--- src/sv/gvsf_pkg.sv ---
// ----------------------------------------------------------------------------
// gvsf_pkg
// Shared widths, register indexes and the divider control word for the
// Gouraud vertex setup block.
// ----------------------------------------------------------------------------
package gvsf_pkg;

    localparam int unsigned WORD_W  = 32;
    localparam int unsigned QUO_W   = WORD_W + 1;
    localparam int unsigned COL_W   = 8;
    localparam int unsigned NUM_W   = WORD_W + COL_W;
    localparam int unsigned DEPTH_W = WORD_W + 1;
    localparam int unsigned CNT_W   = 6;

    localparam int unsigned S_DATA_W = 128;
    localparam int unsigned M_DATA_W = 176;
    localparam int unsigned CFG_IDX_W = 2;

    localparam logic [CFG_IDX_W-1:0] CFG_FOG_ENABLE = 2'd0;
    localparam logic [CFG_IDX_W-1:0] CFG_FOG_START  = 2'd1;
    localparam logic [CFG_IDX_W-1:0] CFG_FOG_END    = 2'd2;

    localparam logic [WORD_W-1:0]  FOG_END_RESET = 32'hFFFF_FFFF;
    localparam logic [WORD_W-1:0]  RECIP_SAT     = 32'hFFFF_FFFF;
    localparam logic [QUO_W-1:0]   RECIP_NUMER   = 33'h1_0000_0000;
    localparam logic [DEPTH_W-1:0] ONE_Q16       = 33'h0_0001_0000;
    localparam logic [COL_W-1:0]   FOG_FULL      = 8'hFF;
    localparam logic [COL_W-1:0]   FOG_NONE      = 8'h00;

    localparam logic [CNT_W-1:0] RECIP_STEPS_M1 = 6'd32;
    localparam logic [CNT_W-1:0] FOG_STEPS_M1   = 6'd7;

    typedef struct packed {
        logic              load;
        logic              step;
        logic [WORD_W-1:0] rem_init;
        logic [QUO_W-1:0]  dq_init;
        logic [WORD_W-1:0] divisor;
    } div_ctrl_t;

endpackage

--- src/sv/gvsf_div.sv ---
// ----------------------------------------------------------------------------
// gvsf_div
// Radix-2 restoring divider, one quotient bit per step. Dividend bits shift
// out of the top of dq while quotient bits shift in at the bottom.
// ----------------------------------------------------------------------------
module gvsf_div
    import gvsf_pkg::*;
(
    input  logic             aclk,
    input  div_ctrl_t        ctrl,
    output logic [QUO_W-1:0] dq
);

    logic [WORD_W-1:0] rem_reg, rem_next;
    logic [QUO_W-1:0]  dq_reg, dq_next;
    logic [WORD_W-1:0] divisor_reg, divisor_next;
    logic [QUO_W-1:0]  shifted;
    logic [QUO_W-1:0]  diff;
    logic              ge;

    always_comb begin
        shifted = {rem_reg, dq_reg[QUO_W-1]};
        diff    = shifted - {1'b0, divisor_reg};
        ge      = shifted >= {1'b0, divisor_reg};

        rem_next     = rem_reg;
        dq_next      = dq_reg;
        divisor_next = divisor_reg;
        if (ctrl.load) begin
            rem_next     = ctrl.rem_init;
            dq_next      = ctrl.dq_init;
            divisor_next = ctrl.divisor;
        end else if (ctrl.step) begin
            rem_next = ge ? diff[WORD_W-1:0] : shifted[WORD_W-1:0];
            dq_next  = {dq_reg[QUO_W-2:0], ge};
        end
    end

    always_ff @(posedge aclk) begin
        rem_reg     <= rem_next;
        dq_reg      <= dq_next;
        divisor_reg <= divisor_next;
    end

    assign dq = dq_reg;

endmodule

--- src/sv/gouraud_vertex_setup_with_fog_top.sv ---
// ----------------------------------------------------------------------------
// gouraud_vertex_setup_with_fog_top
// Per-vertex setup: reciprocal depth, depth value, ARGB packing, linear fog.
// ----------------------------------------------------------------------------
// One vertex in, one result out. A vertex steps through ST_RECIP,
// ST_FOG_SETUP, ST_FOG and ST_OUT; ST_FOG is skipped when fog is off,
// suppressed, clamped or the fog range is empty, and ST_OUT waits while
// the output register holds a result not yet taken. No vertex is accepted
// until the last one's result is registered. The single radix-2 divider
// forms the Q16.16 reciprocal and the 8-bit fog quotient. A finished
// result sits in the output register while the next vertex is accepted.
// Configuration writes are always taken in the cycle they are offered.
module gouraud_vertex_setup_with_fog_top
    import gvsf_pkg::*;
(
    input  logic                 aclk,
    input  logic                 aresetn,
    // cfg: register index, data
    input  logic                 cfg_valid,
    output logic                 cfg_ready,
    input  logic [CFG_IDX_W-1:0] cfg_index,
    input  logic [WORD_W-1:0]    cfg_data,
    // slave: screen_x, screen_y, view_z, red, green, blue, alpha
    input  logic                 s_tvalid,
    output logic                 s_tready,
    input  logic [S_DATA_W-1:0]  s_tdata,
    input  logic                 s_tuser,   // no_fog
    input  logic                 s_tlast,
    // master: out_x, out_y, depth_value, recip_w, packed_color, fog_factor, pad
    output logic                 m_tvalid,
    input  logic                 m_tready,
    output logic [M_DATA_W-1:0]  m_tdata,
    output logic                 m_tlast
);

    typedef enum logic [2:0] {
        ST_IDLE,
        ST_RECIP,
        ST_FOG_SETUP,
        ST_FOG,
        ST_OUT
    } state_t;

    state_t state_reg;

    logic              fog_enable_reg;
    logic [WORD_W-1:0] fog_start_reg;
    logic [WORD_W-1:0] fog_end_reg;
    logic              at_poly_start_reg;
    logic [COL_W-1:0]  poly_alpha_reg;

    logic [WORD_W-1:0] x_reg, y_reg, z_reg, recip_reg;
    logic [COL_W-1:0]  r_reg, g_reg, b_reg, fog_reg;
    logic              no_fog_reg, last_reg, fog_from_div_reg;
    logic [CNT_W-1:0]  cnt_reg;

    logic [M_DATA_W-1:0] m_tdata_reg;
    logic                m_tvalid_reg, m_tlast_reg;

    div_ctrl_t         div_ctrl;
    logic [QUO_W-1:0]  div_dq;

    logic              s_accept, out_free;
    logic [WORD_W-1:0] recip_sat;
    logic [WORD_W-1:0] zc, fog_dist, fog_den;
    logic [NUM_W-1:0]  fog_num;
    logic              fog_over;
    logic [COL_W-1:0]  fog_out;
    logic [DEPTH_W-1:0] depth;

    assign cfg_ready = 1'b1;
    assign s_tready  = (state_reg == ST_IDLE);
    assign s_accept  = s_tvalid && s_tready;
    assign out_free  = !m_tvalid_reg || m_tready;

    gvsf_div u_div (
        .aclk (aclk),
        .ctrl (div_ctrl),
        .dq   (div_dq)
    );

    always_comb begin
        recip_sat = (div_dq[QUO_W-1] || (z_reg == '0)) ? RECIP_SAT : div_dq[WORD_W-1:0];
        zc        = (z_reg > fog_end_reg) ? fog_end_reg : z_reg;
        fog_dist  = fog_end_reg - zc;
        fog_num   = {fog_dist, {COL_W{1'b0}}} - {{COL_W{1'b0}}, fog_dist};
        fog_den   = fog_end_reg - fog_start_reg;
        fog_over  = fog_num[NUM_W-1:COL_W] >= fog_den;
        fog_out   = fog_from_div_reg ? div_dq[COL_W-1:0] : fog_reg;
        depth     = ONE_Q16 - {1'b0, recip_reg};

        div_ctrl = '0;
        if (s_accept) begin
            div_ctrl.load     = 1'b1;
            div_ctrl.rem_init = '0;
            div_ctrl.dq_init  = RECIP_NUMER;
            div_ctrl.divisor  = s_tdata[95:64];
        end else if (state_reg == ST_FOG_SETUP) begin
            div_ctrl.load     = 1'b1;
            div_ctrl.rem_init = fog_num[NUM_W-1:COL_W];
            div_ctrl.dq_init  = {fog_num[COL_W-1:0], {(QUO_W-COL_W){1'b0}}};
            div_ctrl.divisor  = fog_den;
        end else if (state_reg == ST_RECIP || state_reg == ST_FOG) begin
            div_ctrl.step = 1'b1;
        end
    end

    always_ff @(posedge aclk) begin
        if (!aresetn) begin
            fog_enable_reg <= 1'b0;
            fog_start_reg  <= '0;
            fog_end_reg    <= FOG_END_RESET;
        end else if (cfg_valid && cfg_ready) begin
            case (cfg_index)
                CFG_FOG_ENABLE: fog_enable_reg <= cfg_data[0];
                CFG_FOG_START:  fog_start_reg  <= cfg_data;
                CFG_FOG_END:    fog_end_reg    <= cfg_data;
                default: ;
            endcase
        end
    end

    always_ff @(posedge aclk) begin
        if (!aresetn) begin
            state_reg         <= ST_IDLE;
            at_poly_start_reg <= 1'b1;
            poly_alpha_reg    <= '0;
            m_tvalid_reg      <= 1'b0;
            cnt_reg           <= '0;
            fog_from_div_reg  <= 1'b0;
        end else begin
            if (m_tvalid_reg && m_tready && (state_reg != ST_OUT)) begin
                m_tvalid_reg <= 1'b0;
            end
            case (state_reg)
                ST_IDLE: begin
                    if (s_accept) begin
                        x_reg      <= s_tdata[31:0];
                        y_reg      <= s_tdata[63:32];
                        z_reg      <= s_tdata[95:64];
                        r_reg      <= s_tdata[103:96];
                        g_reg      <= s_tdata[111:104];
                        b_reg      <= s_tdata[119:112];
                        no_fog_reg <= s_tuser;
                        last_reg   <= s_tlast;
                        if (at_poly_start_reg) begin
                            poly_alpha_reg <= s_tdata[127:120];
                        end
                        at_poly_start_reg <= s_tlast;
                        cnt_reg           <= RECIP_STEPS_M1;
                        state_reg         <= ST_RECIP;
                    end
                end
                ST_RECIP: begin
                    if (cnt_reg == '0) begin
                        state_reg <= ST_FOG_SETUP;
                    end else begin
                        cnt_reg <= cnt_reg - 1'b1;
                    end
                end
                ST_FOG_SETUP: begin
                    recip_reg <= recip_sat;
                    cnt_reg   <= FOG_STEPS_M1;
                    if (!fog_enable_reg || no_fog_reg) begin
                        fog_reg          <= FOG_NONE;
                        fog_from_div_reg <= 1'b0;
                        state_reg        <= ST_OUT;
                    end else if (fog_end_reg <= fog_start_reg) begin
                        fog_reg          <= (z_reg < fog_end_reg) ? FOG_FULL : FOG_NONE;
                        fog_from_div_reg <= 1'b0;
                        state_reg        <= ST_OUT;
                    end else if (fog_over) begin
                        fog_reg          <= FOG_FULL;
                        fog_from_div_reg <= 1'b0;
                        state_reg        <= ST_OUT;
                    end else begin
                        fog_from_div_reg <= 1'b1;
                        state_reg        <= ST_FOG;
                    end
                end
                ST_FOG: begin
                    if (cnt_reg == '0) begin
                        state_reg <= ST_OUT;
                    end else begin
                        cnt_reg <= cnt_reg - 1'b1;
                    end
                end
                ST_OUT: begin
                    if (out_free) begin
                        m_tdata_reg  <= {7'd0, fog_out,
                                         poly_alpha_reg, r_reg, g_reg, b_reg,
                                         recip_reg, depth, y_reg, x_reg};
                        m_tlast_reg  <= last_reg;
                        m_tvalid_reg <= 1'b1;
                        state_reg    <= ST_IDLE;
                    end
                end
                default: state_reg <= ST_IDLE;
            endcase
        end
    end

    assign m_tvalid = m_tvalid_reg;
    assign m_tdata  = m_tdata_reg;
    assign m_tlast  = m_tlast_reg;

endmodule

--- config.mk ---
export PLATFORM = sky130hd
export DESIGN_NAME = gouraud_vertex_setup_with_fog_top
export DESIGN_NICKNAME = d
export VERILOG_FILES = /design/src/sv/gvsf_pkg.sv /design/src/sv/gvsf_div.sv /design/src/sv/gouraud_vertex_setup_with_fog_top.sv
export SDC_FILE = /design/constraint.sdc
export NUM_CORES = 1
export LEC_CHECK = 0
export BUFFER_PORTS_ARGS = -buffer_cell sky130_fd_sc_hd__buf_2
export CAP_MARGIN = 5
export CORE_MARGIN = 1.5
export CORE_UTILIZATION = 59
export DETAILED_ROUTE_END_ITERATION = 7
export GPL_ROUTABILITY_DRIVEN = 0
export PLACE_DENSITY_LB_ADDON = 0.05
export SYNTH_ARGS = -nofsm -noshare
export SYNTH_HDL_FRONTEND = slang
export SYNTH_SLANG_ARGS = --single-unit
--- constraint.sdc ---
create_clock -name aclk -period 11.9 [get_ports aclk]
set_input_delay 0.595 -clock aclk [delete_from_list [all_inputs] [get_ports aclk]]
set_output_delay 0.595 -clock aclk [all_outputs]
set_load 0.01 [all_outputs]
# [Word level (Yosys, flattened, before mapping)]
# Index checks and enable logic that the tools add are counted.
[word_totals] register_bits=514 inputBits=169
[classes] add_sub_neg=6 order_cmp=5 eq_ne=12 n_mux=34 reduce_logical=28
[ops] op="two-way mux 97 bit" n=2
[ops] op="two-way mux 32 bit" n=4
[ops] op="subtractor 32 bit" n=3
[ops] op="two-way mux 33 bit" n=2
[ops] op="subtractor 40 x 32 -> 40 bit" n=1
[ops] op="greater-or-equal comparator 33 x 32 -> 1 bit" n=1
[ops] op="subtractor 17 x 32 -> 33 bit, first input constant" n=1
[ops] op="greater-or-equal comparator 32 bit" n=1
[ops] op="greater-than comparator 32 bit" n=1
[ops] op="<= comparator 32 bit" n=1
[ops] op="logical NOT 32 bit" n=1
[ops] op="< comparator 32 bit" n=1
[ops] op="two-way mux 8 bit" n=4
[ops] op="two-way mux 3 bit" n=7
[ops] op="one-hot mux 6 bit (3 select lines)" n=1
[ops] op="one-hot mux 3 bit (5 select lines)" n=1
[ops] op="AND reduction 3 bit" n=5
[ops] op="two-way mux 6 bit" n=2
[ops] op="two-way mux 1 bit" n=11
[ops] op="AND reduction 2 bit" n=5
[ops] op="== test 3 x 2 -> 1 bit, second input constant" n=2
[ops] op="logical NOT 6 bit" n=1
[ops] op="!= test 2 x 1 -> 1 bit, second input constant" n=3
[ops] op="nonzero test 3 bit" n=2
[ops] op="15 further kinds" n=22

# [Longest topological paths before layout]
# Gate-level depths: netlist of the first run.
[logic_depth] ltp_word=9 mapped_depth=48 mapped_depth_nobuf=47

# [Cells and area by module]
# A second synthesis of the first run with hierarchy kept.
[hier_totals] hier_cells=2602 hier_area_um2=28157.0
[modules_own_cells] mod="gouraud_vertex_setup_with_fog_top" n_inst=1 cells_each=2041 area_each_um2=22091.2 seq_area_each_um2=11431.0
[modules_own_cells] mod="gvsf_div" n_inst=1 cells_each=561 area_each_um2=6065.8 seq_area_each_um2=2912.8

# [Worst setup path before layout of the first run]
# Ideal clock, no wire load.
[synth_timing] path_kind="input to register" start="input aresetn" end="register m_tdata_reg[0], in the netlist m_tdata[0], enable pin" t_arrival_ps=8153 required_time_ps=11200 setup_slack_ps=3047 cell_stages=4 cell_sequence="clkbuf_1 clkbuf_1 nand2_1 nor2_1"
[synth_via] elab_chain_cells=1
[synth_lines] item="from (decl)" line="gouraud_vertex_setup_with_fog_top.sv:17" rtl="input logic aresetn,"
[synth_lines] item="AND reduction 3 bit (no source line)"
[synth_lines] item="to (signal assigned)" line="gouraud_vertex_setup_with_fog_top.sv:190" rtl="m_tdata_reg <= {7'd0, fog_out,"
[synth_lines] item="to (decl)" line="gouraud_vertex_setup_with_fog_top.sv:57" rtl="logic [M_DATA_W-1:0] m_tdata_reg;"
# Every way passes these cells.
# A chain may end at the register's enable or synchronous reset.

# [Worst setup path in the final report of the first run]
[layout_timing] start="register fog_end_reg[19]" end="register state_reg[2]"
[layout_via] elab_chain_cells=9 word_cells_on_any_way=11 cone_classes="add/sub (3); order compare (3); mux (5)"
[layout_lines] item="from (decl)" line="gouraud_vertex_setup_with_fog_top.sv:48" rtl="logic [WORD_W-1:0] fog_end_reg;"
[layout_lines] item="from (signal assigned)" line="gouraud_vertex_setup_with_fog_top.sv:117" rtl="CFG_FOG_END: fog_end_reg <= cfg_data;"
[layout_lines] item="greater-than comparator 32 bit" line="gouraud_vertex_setup_with_fog_top.sv:84" rtl="zc = (z_reg > fog_end_reg) ? fog_end_reg : z_reg;"
[layout_lines] item="two-way mux 32 bit" line="gouraud_vertex_setup_with_fog_top.sv:84"
[layout_lines] item="subtractor 32 bit" line="gouraud_vertex_setup_with_fog_top.sv:85" rtl="fog_dist = fog_end_reg - zc;"
[layout_lines] item="subtractor 40 x 32 -> 40 bit" line="gouraud_vertex_setup_with_fog_top.sv:86" rtl="fog_num = {fog_dist, {COL_W{1'b0}}} - {{COL_W{1'b0}}, fog_dist};"
[layout_lines] item="greater-or-equal comparator 32 bit" line="gouraud_vertex_setup_with_fog_top.sv:88" rtl="fog_over = fog_num[NUM_W-1:COL_W] >= fog_den;"
[layout_lines] item="two-way mux 3 bit" line="gouraud_vertex_setup_with_fog_top.sv:172" rtl="end else if (fog_over) begin"
[layout_lines] item="two-way mux 3 bit *" line="gouraud_vertex_setup_with_fog_top.sv:168" rtl="end else if (fog_end_reg <= fog_start_reg) begin"
[layout_lines] item="two-way mux 3 bit *" line="gouraud_vertex_setup_with_fog_top.sv:164" rtl="if (!fog_enable_reg || no_fog_reg) begin"
[layout_lines] item="one-hot mux 3 bit (5 select lines) *" line="gouraud_vertex_setup_with_fog_top.sv:135" rtl="case (state_reg)"
[layout_lines] item="to (signal assigned)" line="gouraud_vertex_setup_with_fog_top.sv:167" rtl="state_reg <= ST_OUT;"
[layout_lines] item="to (signal assigned)" line="gouraud_vertex_setup_with_fog_top.sv:171" rtl="state_reg <= ST_OUT;"
[layout_lines] item="to (signal assigned)" line="gouraud_vertex_setup_with_fog_top.sv:175" rtl="state_reg <= ST_OUT;"
[layout_lines] item="to (decl)" line="gouraud_vertex_setup_with_fog_top.sv:44" rtl="state_t state_reg;"
# Mark *: on every way between the ends. The rest lies on a longest branch, timed or not.

==> results of run 1 <==
[logic make-up (layout without fill, tap and decap cells)]
| group | count (synthesis) | count (layout) | synth area share |
|---|---|---|---|
| simple gates | 719 | 719 | 0.129 |
| compound gates | 592 | 592 | 0.145 |
| flops | 506 | 506 | 0.538 |
| buf+inv | 249 | 614 | 0.0368 |
| fa+ha+maj | 188 | 188 | 0.0890 |
| xor+xnor | 148 | 148 | 0.0496 |
| mux | 34 | 34 | 0.0129 |
| other cells | 2 | 8 | 0.000282 |
[layout make-up]
type,count,share of cell area
Timing Repair Buffer,359,0.0602
Clock inverter,25,0.00861
Sequential cell,506,0.468
Clock buffer,66,0.0462
Multi-Input combinational cell,1689,0.373
Inverter,164,0.0201
Tap cell,592,0.0242
[synthesized netlist by cell type, types with 5 or more instances]
cell type and count:
sky130_fd_sc_hd__o21ai_0 120, sky130_fd_sc_hd__and3_1 37, sky130_fd_sc_hd__o31ai_1 15, sky130_fd_sc_hd__nand3_1 41
sky130_fd_sc_hd__nand2_1 279, sky130_fd_sc_hd__mux2i_1 32, sky130_fd_sc_hd__a31oi_1 14, sky130_fd_sc_hd__xnor2_1 76
sky130_fd_sc_hd__clkbuf_1 69, sky130_fd_sc_hd__ha_1 185, sky130_fd_sc_hd__edfxtp_1 421, sky130_fd_sc_hd__inv_1 163
sky130_fd_sc_hd__and2_1 8, sky130_fd_sc_hd__or2_2 36, sky130_fd_sc_hd__nor2b_1 26, sky130_fd_sc_hd__nand3b_1 6
sky130_fd_sc_hd__nor2_1 138, sky130_fd_sc_hd__or3_1 11, sky130_fd_sc_hd__a21o_1 57, sky130_fd_sc_hd__a2111oi_0 9
sky130_fd_sc_hd__nand2b_1 28, sky130_fd_sc_hd__o2bb2ai_1 7, sky130_fd_sc_hd__a211oi_1 9, sky130_fd_sc_hd__xor2_1 70
sky130_fd_sc_hd__nor4_1 19, sky130_fd_sc_hd__nor3_1 33, sky130_fd_sc_hd__a22o_1 9, sky130_fd_sc_hd__o21a_1 27
sky130_fd_sc_hd__dfxtp_1 85, sky130_fd_sc_hd__nand4_1 29, sky130_fd_sc_hd__o22ai_1 5, sky130_fd_sc_hd__a21oi_1 184
sky130_fd_sc_hd__o21ai_1 13, sky130_fd_sc_hd__and4_1 6, sky130_fd_sc_hd__o21bai_1 16, sky130_fd_sc_hd__buf_4 10
sky130_fd_sc_hd__a211o_1 5, sky130_fd_sc_hd__o211ai_1 43
[path summary, 6_finish.rpt]
| check | start | end | slack [ns] | cells past startpoint |
|---|---|---|---|---|
| hold / removal | s_tdata[96] | r_reg[0] | 0.16 | 1 |
| setup / recovery | fog_end_reg[19] | state_reg[2] | 1.30 | 42 |
| hold reg to reg | y_reg[22] | m_tdata[54] | 0.42 | 0 |
| setup reg to reg | fog_end_reg[19] | state_reg[2] | 1.30 | 42 |
[layer usage]
| metal | routed length (um) | part of all wire | vias up |
|---|---|---|---|
| li1 | - | - | 9552 |
| met1 | 28400 | 0.44 | 9407 |
| met2 | 30900 | 0.47 | 770 |
| met3 | 4480 | 0.069 | 108 |
| met4 | 1520 | 0.023 | 0 |
| met5 | 0 | 0 | - |
[per-stage QoR]
stage	util	hold slack, ns	total power (uW)	worst slack (ns)
finish	0.690	0.162	7070	1.30
detailed placement	0.652	0.405	5440	1.43
CTS	0.690	0.136	7050	1.37
global placement	0.652	0.400	5350	1.87
global route	0.690	0.140	7520	0.544
floorplan	-	0.400	4710	3.05
[power breakdown]
group          switching, uW  internal (uW)  total (uW)
clock network            664            928        1590
registers                131           2300        2440
logic                   1840           1200        3040
==> run summary, run 1 <==
Setup repair after global routing left no endpoint under its margin. The worst IR drop on VDD is ~0.17 mV. The first global-routing pass estimated approximately 100000 um of wire. The first detailed-routing pass ran for 6 iterations. The number of different library cells in the post-synthesis netlist is between 90 and 100.

The cell count after synthesis came out at approximately 2400. With fillers left out, the area of the finished cells amounts to just over 30000 sq um. The number of clock sinks is ~500. In the layout the commonest cells are sky130_fd_sc_hd__edfxtp_1 (421), sky130_fd_sc_hd__buf_2 (340), sky130_fd_sc_hd__nand2_1 (279).

TritonCTS built the clock tree. The critical setup path kind is reg2reg. The HPWL reported at the end of detailed placement is ~50000 um.

Across the routed clock network, the largest skew measured is between 0.02 and 0.025 ns. The die outline area is 46500 sq um. In this run, synthesis inferred roughly 420 flip-flops with an integrated enable. The layout net count came out at about 3100. The width of the die is between 200 and 250 um. The final-layout fill cell count came out at about 3400.

In the synthesized netlist the async set-or-reset flop fraction comes to 0. The aggregate negative setup slack came out at 0 ns. The floorplan has just under 80 rows. The smallest clock period supported by the final layout is computed as roughly 11 ns. The worst pin sits at a relative slew slack of 0.196. The total overflow left after global routing is 0.

The top cell type's share of synthesized area came out at 0.474. The routing usage on met1 is 0.382. Of the cells placed in the final design, the portion with a size suffix greater than 1 is 0.178.

The synthesized netlist occupies a cell area of ~27000 sq um. In the global route stage, overall resource usage came out at 0.275. The ratio of final minimum period to clock period came out at 0.890. The sequential element share of the synthesized area came out at 0.538.

The most used cell along the critical path is sky130_fd_sc_hd__ha_1. The critical-path cell with the highest stage delay is sky130_fd_sc_hd__a2111oi_0. Entering global routing, the biggest net connects 78 pins.

The final number of hold-violating endpoints was 0. The worst setup path is captured at a flop. In this design, the largest share of critical-path delay is due to compound AO/OA/AOI/OAI gates.

The arrival time at the worst endpoint came out at ~11 ns. The total of endpoints with negative setup slack in the final report is 0. Dividing the detail-routed wire length by the instance count gives 19.2 um. The number of buffer cells added on primary ports came out at 340. The total area of multi-input combinational cells is about 11000 sq um. The flow ran to the end, and the final reports show no timing, DRC or antenna violations. The core region is 44400 sq um. The largest total area in the synthesized netlist belongs to sky130_fd_sc_hd__edfxtp_1. The number of placed I/O pins came out at ~350. The total area of sequential cells came out at ~14000 sq um. The required time at the endpoint of the critical path is between 10 and 15 ns. STA classifies the critical path startpoint as a flop. After detailed routing, the number of remaining DRC violations is 0. The clock latency reported for the late side of the worst-skew pair is about 0.6 ns. The path class of the tightest hold or removal check is in2reg. The count of inserted antenna diode cells came out at 0.

The via density per instance is roughly 5.8. Summed over all cells, the static leakage comes to between 0.01 and 0.015 uW. The wire length after detailed routing came out at 65300 um. In this run the vertical extent of the chip is roughly 220 um. Among all flip-flop cells after synthesis, the most frequent one is sky130_fd_sc_hd__edfxtp_1. Yosys printed 0 warnings. The starting DRC count in detailed routing came out at between 1000 and 1500. The clock-pin slew on the worst setup and hold paths came out at around 0.060 ns. The vias after detailed routing came out at approximately 20000.

The number of setup buffers added after CTS came out at 0. The number of nets with antenna violations after detailed routing is 0. The number of flip-flops in the largest register came out at about 170.

The max-capacitance violation count is 0. The initial antenna violation count came out at 3. For the pin with the worst max-slew slack, the measured transition is around 1.2 ns. The cell count after placement is between 3000 and 4000. The power density of the placed cells is 230 nW/um^2. The most frequent standard cell in the layout excluding fill and tap cells is sky130_fd_sc_hd__edfxtp_1. The number of gates resized after CTS is 0. The combined buffer and inverter count along the critical path came out at 2. The top fanout value on the critical path is 19. The H-tree depth came out at 2. The maximum operating frequency is between 0.09 and 0.1 GHz. The busiest metal layer after global routing is met2. The average instance in the mapped netlist occupies between 10 and 15 sq um.

The via count of the first global-routing pass is 19100. The total count of max-transition violations in the final report came to 0. The global-route met2 utilization is 0.455.

Synthesis inferred slightly above 500 register bits. The final cell count without fillers came out at 3401. In the global route stage, met3 resource usage came out at 0.0341. Clock tree synthesis inserted a total of about 50 buffers. The growth of design area from synthesis to finish came out at 14.9%. The maximum single-stage delay on the critical path is 0.65 ns.

The area after detailed placement came out at 29000 sq um. In this run the deepest clock path goes through 3 buffers. The initial core utilization is 0.601. Yosys attributes the largest share of cell area to sky130_fd_sc_hd__edfxtp_1 (47%), sky130_fd_sc_hd__ha_1 (8.7%), sky130_fd_sc_hd__dfxtp_1 (6.4%), sky130_fd_sc_hd__nand2_1 (3.9%), sky130_fd_sc_hd__a21oi_1 (3.5%).

The CTS root buffer is sky130_fd_sc_hd__clkbuf_16. The number of buffers added to fix hold violations after cts came out at 0.
(Power assumes the default switching activity.)
==> run 2: changes to the inputs <==
Settings changed: CORE_UTILIZATION 59 to 39.
==> run 2 against run 1 <==
Critical path depth is the same. Register-to-register slack is essentially flat. Clock skew shrank 0.0035 ns. Sequential share of layout area shrank 0.79 points. First-iteration DRC count grew 2.2%. Worst setup slack lost 0.0076 ns. Cell area grew 1.7%. Fmax is essentially flat. Non-clock buffer count grew 1. Combinational power is essentially flat. Sequential cell count is the same. Critical path type unchanged.
==> run summary, run 2 (same netlist as run 1, synthesis figures left out) <==
The number of flip-flops in the largest register is around 170. The number of nets with antenna violations after detailed routing is 0. The die outline area came out at roughly 70000 sq um.

The height of the die is around 260 um. STA classifies the critical path endpoint as a flop. The largest net degree at the start of global routing is 72. The final worst slack came out at around 1.3 ns. The number of buffers added by the clock tree synthesis step is 56. The maximum single-stage delay on the critical path is approximately 0.63 ns.

In the final layout, the share of cells above drive strength 1 is 0.183. Counting both buffers and inverters, the worst setup path holds a total of 3. The tool flagged a number of max-cap violations equal to 0.

The switching power as a share of total power came out at 0.378. For the pin with the worst max-slew slack, the measured transition is 1.10 ns. After detailed routing, the number of vias per cell comes to 5.24.

Summed over all layers, the global routing overflow is 0. In this run, the number of DRC markers left after iteration 0 of detailed routing was 1426. The switching power summed over all nets is about 2700 uW. TritonCTS built the clock tree.

After clock tree synthesis, the clock-pin slew on the worst setup and hold paths is approximately 0.06 ns. The number of iterations in the first detailed-routing pass is 5. In this run the worst hold path is classified as in2reg. The part of the total power dissipated in sequential elements came out at 0.336. The required time at the endpoint of the critical path came out at roughly 12 ns.

The placement-stage worst setup slack came out at roughly 1.3 ns. The slowest stage of the critical path belongs to the cell sky130_fd_sc_hd__a2111oi_0. The total of endpoints with negative setup slack in the final report is 0. The number of buffer cells added on primary ports came out at 340. The growth of design area from synthesis to finish is 16.9%. The final number of hold-violating endpoints is 0. The area inside the core boundary came out at just under 70000 sq um. The maximum count of clock buffers along a single path is 3. The number of DRC violations after detailed routing is 0. The count of inserted antenna diode cells is 0.

The combinational share of power is 0.424. The share of total power dissipated in the clock network is 0.240. The number of setup buffers added after CTS is 0. The top fanout value on the critical path is 33.

The top cell types in the final layout, fill and taps aside, are sky130_fd_sc_hd__edfxtp_1 (421), sky130_fd_sc_hd__buf_2 (340), sky130_fd_sc_hd__nand2_1 (279). The number of cells on the worst reg-to-reg path is 42. The HPWL reported at the end of detailed placement came out at around 54000 um.

The ratio of final minimum period to clock period came out at 0.891. The total count of max-transition violations in the final report is 0. The number of placed I/O pins came out at ~350. The H-tree depth is 2. Clock tree synthesis selected as its root buffer the cell sky130_fd_sc_hd__clkbuf_16. The routed length per placed instance is a little under 20 um.

The arrival time at the worst endpoint is around 11 ns. Along the worst hold path, the cell count comes to 1. The worst IR drop on VDD is 0.114 mV. The final critical path time including I/O delays and setup came out at about 11 ns. The initial antenna violation count came out at 4. The dominant delay contributor by cell family on the critical path is compound AO/OA/AOI/OAI gates. After routing, the total negative slack on setup checks comes to 0 ns.

The flow ran to the end, and the final reports show no timing, DRC or antenna violations. After layout, the design draws a total of 7240 uW. Counting every sink on the clock net gives approximately 510. STA classifies the critical path startpoint as a flop. The internal power component is ~4500 uW.

The number of buffers added to fix hold violations after cts is 0. In this run the horizontal extent of the chip is 265 um. In this run the static leakage power is around 0.012 uW. The total track usage came out at 0.199. The final worst clock skew came out at 0.0213 ns. The filler cells instantiated in the layout total about 6300.

Counting stages on the worst path, the most repeated cell is sky130_fd_sc_hd__ha_1. The clock latency reported for the late side of the worst-skew pair came out at roughly 0.63 ns. The critical path crosses 42 cells after its start point. The final layout contains routed wiring with a total length of 71800 um.

The first global-routing pass estimated 109000 um of wire. The layout net count is between 3000 and 4000. The via count of the first global-routing pass is roughly 19000. The power density of the placed cells is approximately 230 nW/um^2. The most frequent standard cell in the layout excluding fill and tap cells is sky130_fd_sc_hd__edfxtp_1. In this run the tightest slew margin relative to its limit is 0.266. The vias after detailed routing came out at around 19000. The initial core utilization came out at 0.396. The maximum operating frequency came out at 0.0943 GHz. The critical setup path kind is reg2reg. The utilization of the core after routing came out at 0.463. The number of gates resized after CTS came out at 0.

The initialized floorplan defines 95 standard-cell rows. Setup repair after global routing left no endpoint under its margin.
-- run 2: cell count changes in the layout (fill, tap and decap cells not counted), sizes merged --
| cell | delta |
|---|---|
| buf | +1 |
| bufinv | -1 |
| clkbuf | +14 |
| clkinv | -3 |
| inv | +2 |
-- run 2: layout make-up --
class | instances | area [sq um] | share of cell area
Inverter | 164 | 616 | 0.0197
Clock buffer | 80 | 1600 | 0.0514
Sequential cell | 506 | 14300 | 0.460
Clock inverter | 23 | 244 | 0.00782
Tap cell | 873 | 1090 | 0.0350
Multi-Input combinational cell | 1689 | 11400 | 0.367
Timing Repair Buffer | 360 | 1850 | 0.0594
-- run 2: final timing paths --
path	start	endpoint	slack, ns
setup / recovery	fog_end_reg[19]	state_reg[2]	1.30
hold reg to reg	r_reg[5]	m_tdata[150]	0.41
hold / removal	s_tdata[40]	y_reg[8]	0.14
setup reg to reg	fog_end_reg[19]	state_reg[2]	1.30
-- run 2: worst register-to-register path, delay by kind of cell, from the launching register on --
family / cells / cell delay [ns]
compound gates: 24 / 5.80
xor+xnor: 2 / 0.49
fa+ha+maj: 5 / 1.64
buf+inv: 3 / 0.49
flops: 1 / 0.38
simple gates: 8 / 1.68
-- run 2: power by group through the flow --
stage | Combinational (uW) | Sequential [uW] | Clock [uW]
after global placement | 3020 | 2460 | 0
final | 3070 | 2430 | 1740
after CTS | 3060 | 2430 | 1790
after global routing | 3410 | 2460 | 1850
after detailed placement | 3050 | 2470 | 0
after floorplan | 2270 | 2440 | 0
-- run 2: layer usage --
metal | GRT usage | wire, um
met5 | 0 | 22
met3 | 0.0298 | 3610
met4 | 0.0511 | 1500
met1 | 0.285 | 34400
met2 | 0.317 | 32300
-- run 2: stage by stage --
step / hold slack, ns / cell area [sq um] / instances
floorplan: 0.400 / 26700 / 2444
global placement: 0.400 / 29300 / 3592
detailed placement: 0.405 / 29300 / 3592
CTS: 0.0930 / 31200 / 3695
global route: 0.0997 / 31200 / 3695
finish: 0.136 / 31200 / 3695
